File: src/design/slr_pkg.sv
// ----------------------------------------------------------------------------
// slr_pkg: shared types and constants for the stereo linear resampler.
// Holds the fixed-point format, the controller states and the command and
// status bundles that run between the controller and the datapath.
// ----------------------------------------------------------------------------
package slr_pkg;

  localparam int FRAC_BITS   = 10;
  localparam int SAMPLE_W    = 16;
  localparam int PITCH_W     = 15;
  localparam int PHASE_W     = 15;
  // Holds a phase below one step plus the largest pitch.
  localparam int ACC_W       = ((FRAC_BITS > PITCH_W) ? FRAC_BITS : PITCH_W) + 1;
  localparam int MAX_RESULTS = 64;
  localparam int CNT_W       = 6;
  localparam int DIFF_W      = SAMPLE_W + 1;
  localparam int PROD_W      = DIFF_W + FRAC_BITS + 1;
  localparam int QUOT_W      = PROD_W - FRAC_BITS;
  localparam int SUM_W       = QUOT_W + 1;

  localparam logic [ACC_W-1:0]   ONE_STEP    = ACC_W'(1) << FRAC_BITS;
  localparam logic [PITCH_W-1:0] PITCH_RESET = PITCH_W'(1024);
  localparam logic [CNT_W-1:0]   CNT_LAST    = CNT_W'(MAX_RESULTS - 1);
  localparam logic [PROD_W-1:0]  ROUND_BIAS  = PROD_W'((1 << FRAC_BITS) - 1);
  localparam logic signed [SAMPLE_W-1:0] SAT_MAX = 16'sh7fff;
  localparam logic signed [SAMPLE_W-1:0] SAT_MIN = 16'sh8000;

  typedef enum logic [1:0] {
    ST_IDLE,
    ST_MUL,
    ST_FIN
  } ctl_state_t;

  typedef struct packed {
    logic load;   // take the input item
    logic skip;   // item makes no output, commit at once
    logic mul;    // register the two products
    logic emit;   // load the output register and advance the phase
  } slr_cmd_t;

  typedef struct packed {
    logic phase_whole;  // stored phase is at or above one step
    logic out_busy;     // output register holds an item that is not taken
    logic last;         // the pending output is the last for this item
  } slr_sts_t;

endpackage

File: src/design/slr_ctrl.sv
// ----------------------------------------------------------------------------
// slr_ctrl: controller for the stereo linear resampler.
// Commits an item that makes no output at once, and steps any other through
// multiply and finish phases, one output item per pass, until the last one.
// ----------------------------------------------------------------------------
module slr_ctrl (
  input  logic              clk,
  input  logic              rst_n,
  input  logic              in_tvalid,
  output logic              in_tready,
  input  slr_pkg::slr_sts_t sts,
  output slr_pkg::slr_cmd_t cmd
);

  slr_pkg::ctl_state_t state_r, state_nxt;

  always_ff @(posedge clk) begin
    if (!rst_n) begin
      state_r <= slr_pkg::ST_IDLE;
    end else begin
      state_r <= state_nxt;
    end
  end

  always_comb begin
    state_nxt = state_r;
    in_tready = 1'b0;
    cmd       = '0;
    unique case (state_r)
      slr_pkg::ST_IDLE: begin
        in_tready = 1'b1;
        if (in_tvalid) begin
          cmd.load = 1'b1;
          if (sts.phase_whole) begin
            cmd.skip = 1'b1;
          end else begin
            state_nxt = slr_pkg::ST_MUL;
          end
        end
      end
      slr_pkg::ST_MUL: begin
        cmd.mul   = 1'b1;
        state_nxt = slr_pkg::ST_FIN;
      end
      slr_pkg::ST_FIN: begin
        if (!sts.out_busy) begin
          cmd.emit  = 1'b1;
          state_nxt = sts.last ? slr_pkg::ST_IDLE : slr_pkg::ST_MUL;
        end
      end
      default: begin
        state_nxt = slr_pkg::ST_IDLE;
      end
    endcase
  end

endmodule

File: src/design/slr_datapath.sv
// ----------------------------------------------------------------------------
// slr_datapath: sample, phase and output registers of the resampler.
// Forms (cur - prev) * phase per channel, divides by one step with rounding
// toward zero, adds prev and saturates into the output register.
// ----------------------------------------------------------------------------
module slr_datapath (
  input  logic                                clk,
  input  logic                                rst_n,
  input  logic                                cfg_wr_en,
  input  logic [slr_pkg::PITCH_W-1:0]         cfg_wr_data,
  input  logic [2*slr_pkg::SAMPLE_W-1:0]      in_tdata,
  input  slr_pkg::slr_cmd_t                   cmd,
  output slr_pkg::slr_sts_t                   sts,
  output logic                                out_tvalid,
  input  logic                                out_tready,
  output logic [2*slr_pkg::SAMPLE_W-1:0]      out_tdata,
  output logic                                out_tlast
);

  logic [slr_pkg::PITCH_W-1:0]               pitch_r;
  logic [slr_pkg::PHASE_W-1:0]               phase_r;
  logic signed [slr_pkg::SAMPLE_W-1:0]       prev_l_r, prev_r_r;
  logic signed [slr_pkg::SAMPLE_W-1:0]       cur_l_r, cur_r_r;
  logic [slr_pkg::ACC_W-1:0]                 ph_r;
  logic [slr_pkg::CNT_W-1:0]                 cnt_r;
  logic signed [slr_pkg::PROD_W-1:0]         prod_l_r, prod_r_r;
  logic                                      out_valid_r;
  logic signed [slr_pkg::SAMPLE_W-1:0]       out_l_r, out_r_r;
  logic                                      out_last_r;

  logic [slr_pkg::ACC_W-1:0]                 ph_sum;
  logic                                      last;
  logic signed [slr_pkg::SAMPLE_W-1:0]       res_l, res_r;

  function automatic logic signed [slr_pkg::PROD_W-1:0] lerp_mul(
    input logic signed [slr_pkg::SAMPLE_W-1:0] prev,
    input logic signed [slr_pkg::SAMPLE_W-1:0] cur,
    input logic [slr_pkg::FRAC_BITS-1:0]       frac
  );
    logic signed [slr_pkg::DIFF_W-1:0]          diff;
    logic signed [slr_pkg::FRAC_BITS:0]         sfrac;
    diff  = slr_pkg::DIFF_W'(cur) - slr_pkg::DIFF_W'(prev);
    sfrac = $signed({1'b0, frac});
    return slr_pkg::PROD_W'(diff) * slr_pkg::PROD_W'(sfrac);
  endfunction

  function automatic logic signed [slr_pkg::SAMPLE_W-1:0] lerp_fin(
    input logic signed [slr_pkg::SAMPLE_W-1:0] prev,
    input logic signed [slr_pkg::PROD_W-1:0]   prod
  );
    logic signed [slr_pkg::PROD_W-1:0]          biased;
    logic signed [slr_pkg::QUOT_W-1:0]          quot;
    logic signed [slr_pkg::SUM_W-1:0]           sum;
    // Negative products get a bias so the shift truncates toward zero.
    biased = prod[slr_pkg::PROD_W-1] ? prod + $signed(slr_pkg::ROUND_BIAS) : prod;
    quot   = slr_pkg::QUOT_W'(biased >>> slr_pkg::FRAC_BITS);
    sum    = slr_pkg::SUM_W'(prev) + slr_pkg::SUM_W'(quot);
    if (sum > slr_pkg::SUM_W'(slr_pkg::SAT_MAX)) begin
      return slr_pkg::SAT_MAX;
    end else if (sum < slr_pkg::SUM_W'(slr_pkg::SAT_MIN)) begin
      return slr_pkg::SAT_MIN;
    end
    return slr_pkg::SAMPLE_W'(sum);
  endfunction

  // ph_r is below one step whenever a result is formed, so this cannot wrap.
  assign ph_sum = ph_r + slr_pkg::ACC_W'(pitch_r);
  assign last   = (ph_sum >= slr_pkg::ONE_STEP) || (cnt_r == slr_pkg::CNT_LAST);
  assign res_l  = lerp_fin(prev_l_r, prod_l_r);
  assign res_r  = lerp_fin(prev_r_r, prod_r_r);

  assign sts.phase_whole = slr_pkg::ACC_W'(phase_r) >= slr_pkg::ONE_STEP;
  assign sts.out_busy    = out_valid_r && !out_tready;
  assign sts.last        = last;

  always_ff @(posedge clk) begin
    if (!rst_n) begin
      pitch_r     <= slr_pkg::PITCH_RESET;
      phase_r     <= '0;
      prev_l_r    <= '0;
      prev_r_r    <= '0;
      out_valid_r <= 1'b0;
    end else begin
      if (cfg_wr_en) begin
        pitch_r <= cfg_wr_data;
      end
      if (cmd.load && cmd.skip) begin
        phase_r  <= slr_pkg::PHASE_W'(slr_pkg::ACC_W'(phase_r) - slr_pkg::ONE_STEP);
        prev_l_r <= in_tdata[slr_pkg::SAMPLE_W-1:0];
        prev_r_r <= in_tdata[2*slr_pkg::SAMPLE_W-1:slr_pkg::SAMPLE_W];
      end
      if (cmd.emit && last) begin
        // A run cut off by the result limit restarts from phase zero.
        phase_r  <= (ph_sum >= slr_pkg::ONE_STEP) ?
                    slr_pkg::PHASE_W'(ph_sum - slr_pkg::ONE_STEP) : '0;
        prev_l_r <= cur_l_r;
        prev_r_r <= cur_r_r;
      end
      if (cmd.emit) begin
        out_valid_r <= 1'b1;
      end else if (out_tready) begin
        out_valid_r <= 1'b0;
      end
    end
  end

  always_ff @(posedge clk) begin
    if (cmd.load) begin
      cur_l_r <= in_tdata[slr_pkg::SAMPLE_W-1:0];
      cur_r_r <= in_tdata[2*slr_pkg::SAMPLE_W-1:slr_pkg::SAMPLE_W];
      ph_r    <= slr_pkg::ACC_W'(phase_r);
      cnt_r   <= '0;
    end
    if (cmd.mul) begin
      prod_l_r <= lerp_mul(prev_l_r, cur_l_r, ph_r[slr_pkg::FRAC_BITS-1:0]);
      prod_r_r <= lerp_mul(prev_r_r, cur_r_r, ph_r[slr_pkg::FRAC_BITS-1:0]);
    end
    if (cmd.emit) begin
      out_l_r    <= res_l;
      out_r_r    <= res_r;
      out_last_r <= last;
      ph_r       <= ph_sum;
      cnt_r      <= cnt_r + 1'b1;
    end
  end

  assign out_tvalid = out_valid_r;
  assign out_tdata  = {out_r_r, out_l_r};
  assign out_tlast  = out_last_r;

`ifndef ASSERT_OFF
  a_emit_free: assert property (@(posedge clk) disable iff (!rst_n)
    cmd.emit |-> !(out_valid_r && !out_tready))
    else $error("result loaded over an item not yet taken");

  a_valid_src: assert property (@(posedge clk) disable iff (!rst_n)
    $rose(out_valid_r) |-> $past(cmd.emit))
    else $error("output valid raised without an emit");

  a_cnt_limit: assert property (@(posedge clk) disable iff (!rst_n)
    (cmd.emit && cnt_r == slr_pkg::CNT_LAST) |=> out_tlast)
    else $error("result limit reached without marking the last item");
`endif

endmodule

File: src/design/stereo_linear_resampler.sv
// Flow: a taken input item fills the input registers; for each output item the
//   multiply state registers the products and the finish state, which waits while
//   the output holds an item not taken, loads the output register. No new input item
//   is taken before its last output is loaded; an item making none is done in idle.
// Reset (rst_n low, synchronous) clears phase and previous frame, sets pitch to 1024.
// ----------------------------------------------------------------------------
// stereo_linear_resampler: stereo linear-interpolation rate converter.
// Each 16-bit stereo source item yields zero to 64 interpolated items while
// the 10-bit fractional phase stays below one step.
// ----------------------------------------------------------------------------
module stereo_linear_resampler (
  input  logic                            clk,
  input  logic                            rst_n,
  input  logic                            cfg_wr_en,
  input  logic [slr_pkg::PITCH_W-1:0]     cfg_wr_data,   // pitch
  input  logic                            in_tvalid,
  output logic                            in_tready,
  input  logic [2*slr_pkg::SAMPLE_W-1:0]  in_tdata,      // left_in, right_in
  output logic                            out_tvalid,
  input  logic                            out_tready,
  output logic [2*slr_pkg::SAMPLE_W-1:0]  out_tdata,     // left_out, right_out
  output logic                            out_tlast      // last_out
);

  slr_pkg::slr_cmd_t cmd;
  slr_pkg::slr_sts_t sts;

  slr_ctrl u_ctrl (
    .clk       (clk),
    .rst_n     (rst_n),
    .in_tvalid (in_tvalid),
    .in_tready (in_tready),
    .sts       (sts),
    .cmd       (cmd)
  );

  slr_datapath u_dp (
    .clk         (clk),
    .rst_n       (rst_n),
    .cfg_wr_en   (cfg_wr_en),
    .cfg_wr_data (cfg_wr_data),
    .in_tdata    (in_tdata),
    .cmd         (cmd),
    .sts         (sts),
    .out_tvalid  (out_tvalid),
    .out_tready  (out_tready),
    .out_tdata   (out_tdata),
    .out_tlast   (out_tlast)
  );

endmodule

File: config.mk
export PLATFORM = sky130hd
export DESIGN_NAME = stereo_linear_resampler
export DESIGN_NICKNAME = d
export VERILOG_FILES = /design/src/design/slr_pkg.sv /design/src/design/slr_ctrl.sv /design/src/design/slr_datapath.sv /design/src/design/stereo_linear_resampler.sv
export SDC_FILE = /design/constraint.sdc
export NUM_CORES = 1
export LEC_CHECK = 0
export BUFFER_PORTS_ARGS = -buffer_cell sky130_fd_sc_hd__buf_2
export CAP_MARGIN = 0
export CORE_AREA = 5 5 301 303
export DETAILED_ROUTE_END_ITERATION = 10
export DIE_AREA = 0 0 306 308
export GPL_TIMING_DRIVEN = 0
export PLACE_DENSITY_LB_ADDON = 0.1
export SYNTH_ARGS = -nofsm -noshare
export SYNTH_HDL_FRONTEND = slang
export SYNTH_SLANG_ARGS = --single-unit
File: constraint.sdc
create_clock -name clk -period 23 [get_ports clk]
set_clock_uncertainty 0.15 [all_clocks]
set_input_delay 4.6 -clock clk [delete_from_list [all_inputs] [get_ports clk]]
set_output_delay 4.6 -clock clk [all_outputs]
set_load 0.005 [all_outputs]
==> metrics.txt <==
Setup-failing EPs final=0; DR pass1 iterations=5; initial antenna violation count=6; PortBufs=84; vias in the first global route=21800; hold buffers post-CTS=0; P&R area growth vs syn=10.88%; Reg-to-Reg End=u_dp.prod_r_r[27]; Max-Cap Viols=0; Slew HR=17.30%; routing usage on met2=30.11%; # rows=109; DR vias=20810; total CTS buffers=27; GP Congestion=0.8187; worst-margin pin slew=1232 ps; All-Layer GR Usage=17.20%; Die X=306 µm; Initial DRC Count=1226; Most Crowded Layer GR=met2; critical path class=reg -> reg; Unique masters post-synth=85; clk sink count=208; number of synthesized flops with an enable pin=143; Vias per Instance=5.019; Die ar.=94250 µm²; worst path required time=23170 ps; WP data arrival=9640 ps; Syn Area/Cell=9.169 µm²; drt wl/cell=19.86 µm; status=completed; Final ANT Viol Nets=0; setup TNS=0 ps; RSZ-0062 raised after global routing=no; IO Pins=87; maximum clock path buffer count=3; ranking of synthesized cells by area=fa_1 (24%), edfxtp_1 (16%), ha_1 (10%); Mapped Area=26080 µm²; final-report max-slew violation count=0; Worst path slowest cell=a21oi_1; CP startpoint kind=register; Initial Util=29.74%; Reg-to-Reg Start=u_dp.prev_r_r[0]; Hold Path Class=reg -> reg; Worst Path Max Fanout=10; ys flop type=edfxtp_1; Fin. Hold Viols=0; period utilization=41.18%; post-synth top area cell=fa_1; htree depth=1; syn nets=3417; Clock transition at path regs=70 ps; pre-CTS setup slack=13650 ps; CP Capture Type=register; Post-DP HPWL=67.44 mm; CTS tree=built; met1 Use GR=23.39%; most used cell, CP=fa_1; layout cells sized above 1=5.971%; WL final=82.35 mm; Seq/Total Area, Yosys=21.46%; first-pass GRT wire length=128.2 mm; setup bufs post-CTS=0; crit path time final=9471 ps; GR Overflow Total=0; number of synthesized register bits=208; drt drc=0; fin nets=3534; post-CTS sizing=0; CTS Root Cell=clkbuf_16; Yosys Warn Count=0; largest net degree at the start of global routing=41; M3 GR Usage=1.497%; Worst path max stage delay=630 ps; die height=308 µm; Worst Reg-to-Reg Cells=29; setup ws final=13530 ps; final core utilization=32.97%; Async SR Flop Fraction=0%; worst setup path startpoint=u_dp.prev_r_r[0]; area share of the largest cell type after synthesis=23.57%; CP endpoint=u_dp.prod_r_r[27]; Synth Instances=2844; Peak Freq=105.6 MHz; core area=87690 µm²; Reg2Reg Setup Slack=13530 ps; clock latency on the worst-skew pair=580 ps
## critical path: cells and delay by family (launching register included)
kind / cells / cell delay, ps
xor gates and xnor gates: 1 / 180
AOI/OAI and AO/OA: 13 / 3820
buffers and inverters: 4 / 550
adders and majority gates: 8 / 3350
and+or+nand+nor: 3 / 760
DFF: 1 / 420
## registers in the layout, summed over array words and instances, names as in the netlist
signal and cells:
u_dp.prev_r_r 16, u_dp.out_tvalid 1, u_dp.phase_r 15, u_dp.out_tlast 1
u_dp.prev_l_r 16, u_dp.out_l_r 16, u_dp.cnt_r 6, u_dp.prod_l_r 28
u_dp.cur_r_r 16, u_dp.pitch_r 15, u_dp.prod_r_r 28, u_dp.ph_r 16
u_ctrl.state_r 2, u_dp.cur_l_r 16, u_dp.out_r_r 16
## per-stage QoR
stage	hold WS [ps]	cells	instance area, µm²
global route	368.4	4147	28910
finish	353.4	4147	28910
floorplan	273.9	2844	26080
detailed placement	339.3	4097	28030
global placement	289.2	4093	27950
CTS	346.3	4146	28910
## cells in the mapped netlist (8+ instances only)
cell type	instances
a211oi_1	17
a21boi_0	16
a21boi_1	12
a21o_1	24
a21oi_1	82
a22oi_1	32
a311oi_1	12
a31oi_1	12
and2_1	98
and3_1	34
buf_1	8
clkbuf_1	99
dfxtp_1	65
edfxtp_1	143
fa_1	307
ha_1	214
inv_1	470
mux2i_1	16
nand2_1	231
nand2b_1	29
nand3_1	108
nand3b_1	18
nand4_1	13
nor2_1	135
nor2b_1	59
nor3_1	33
o211a_1	19
o211ai_1	27
o21a_1	26
o21ai_0	109
o21ai_1	10
o21bai_1	8
o22ai_1	11
o311a_1	11
o311ai_0	20
o31a_1	8
o31ai_1	17
or2_2	13
or3_1	15
xnor2_1	116
xor2_1	42
## placed cells by master, fill, tap and decap left out, types with 20 or more instances in the layout
cell and count:
a21o_1 24, a21oi_1 82, a22oi_1 32, and2_1 98, and3_1 34, buf_2 90
clkbuf_1 106, clkbuf_16 27, dfxtp_1 65, edfxtp_1 143, fa_1 307, ha_1 214
inv_1 469, nand2_1 231, nand2b_1 29, nand3_1 108, nor2_1 135, nor2b_1 58
nor3_1 33, o211ai_1 27, o21a_1 26, o21ai_0 106, o311ai_0 20, xnor2_1 116
xor2_1 42
## worst min-delay path by stage
stage                                  from  cells after the start           endpoint  slack (ps)
after floorplan           u_ctrl.state_r[0]                      1  u_ctrl.state_r[0]         270
after global placement    u_ctrl.state_r[0]                      1  u_ctrl.state_r[0]         290
after detailed placement  u_ctrl.state_r[0]                      1  u_ctrl.state_r[0]         340
after CTS                 u_ctrl.state_r[0]                      1  u_ctrl.state_r[0]         350
after global routing      u_ctrl.state_r[0]                      1  u_ctrl.state_r[0]         370
final                     u_ctrl.state_r[0]                      1  u_ctrl.state_r[0]         350
## layer usage
| metal | vias to the layer above | part of all wire (%) | routed length (µm) |
|---|---|---|---|
| li1 | 9763 | - | - |
| met1 | 10470 | 46 | 37560 |
| met2 | 486 | 48 | 39660 |
| met3 | 93 | 4.1 | 3392 |
| met4 | 2 | 2.1 | 1717 |
| met5 | - | 0.016 | 13 |
## area by class of cell
| class | instances | area [µm²] |
|---|---|---|
| well taps | 1165 | 1458 |
| clock inverters | 15 | 175.2 |
| flip-flops and latches | 208 | 5595 |
| plain buffers | 121 | 498.0 |
| diodes | 1 | 2.502 |
| fillers | 9112 | 58780 |
| clock buffers | 34 | 701.9 |
| inverters | 471 | 1769 |
| repair buffers | 88 | 491.7 |
| multi-input cells | 2044 | 18220 |
## cell families after synthesis
family,count (synthesis),synth area share [%]
buffers and inverters,592,8.690
muxes,22,0.8732
DFF,208,21.46
adders and majority gates,521,33.84
xor gates and xnor gates,159,5.369
AOI/OAI and AO/OA,535,14.33
and+or+nand+nor,807,15.44
Power is not shown: default switching activity piles up to over one toggle a cycle in this logic, so the estimate is an artifact.
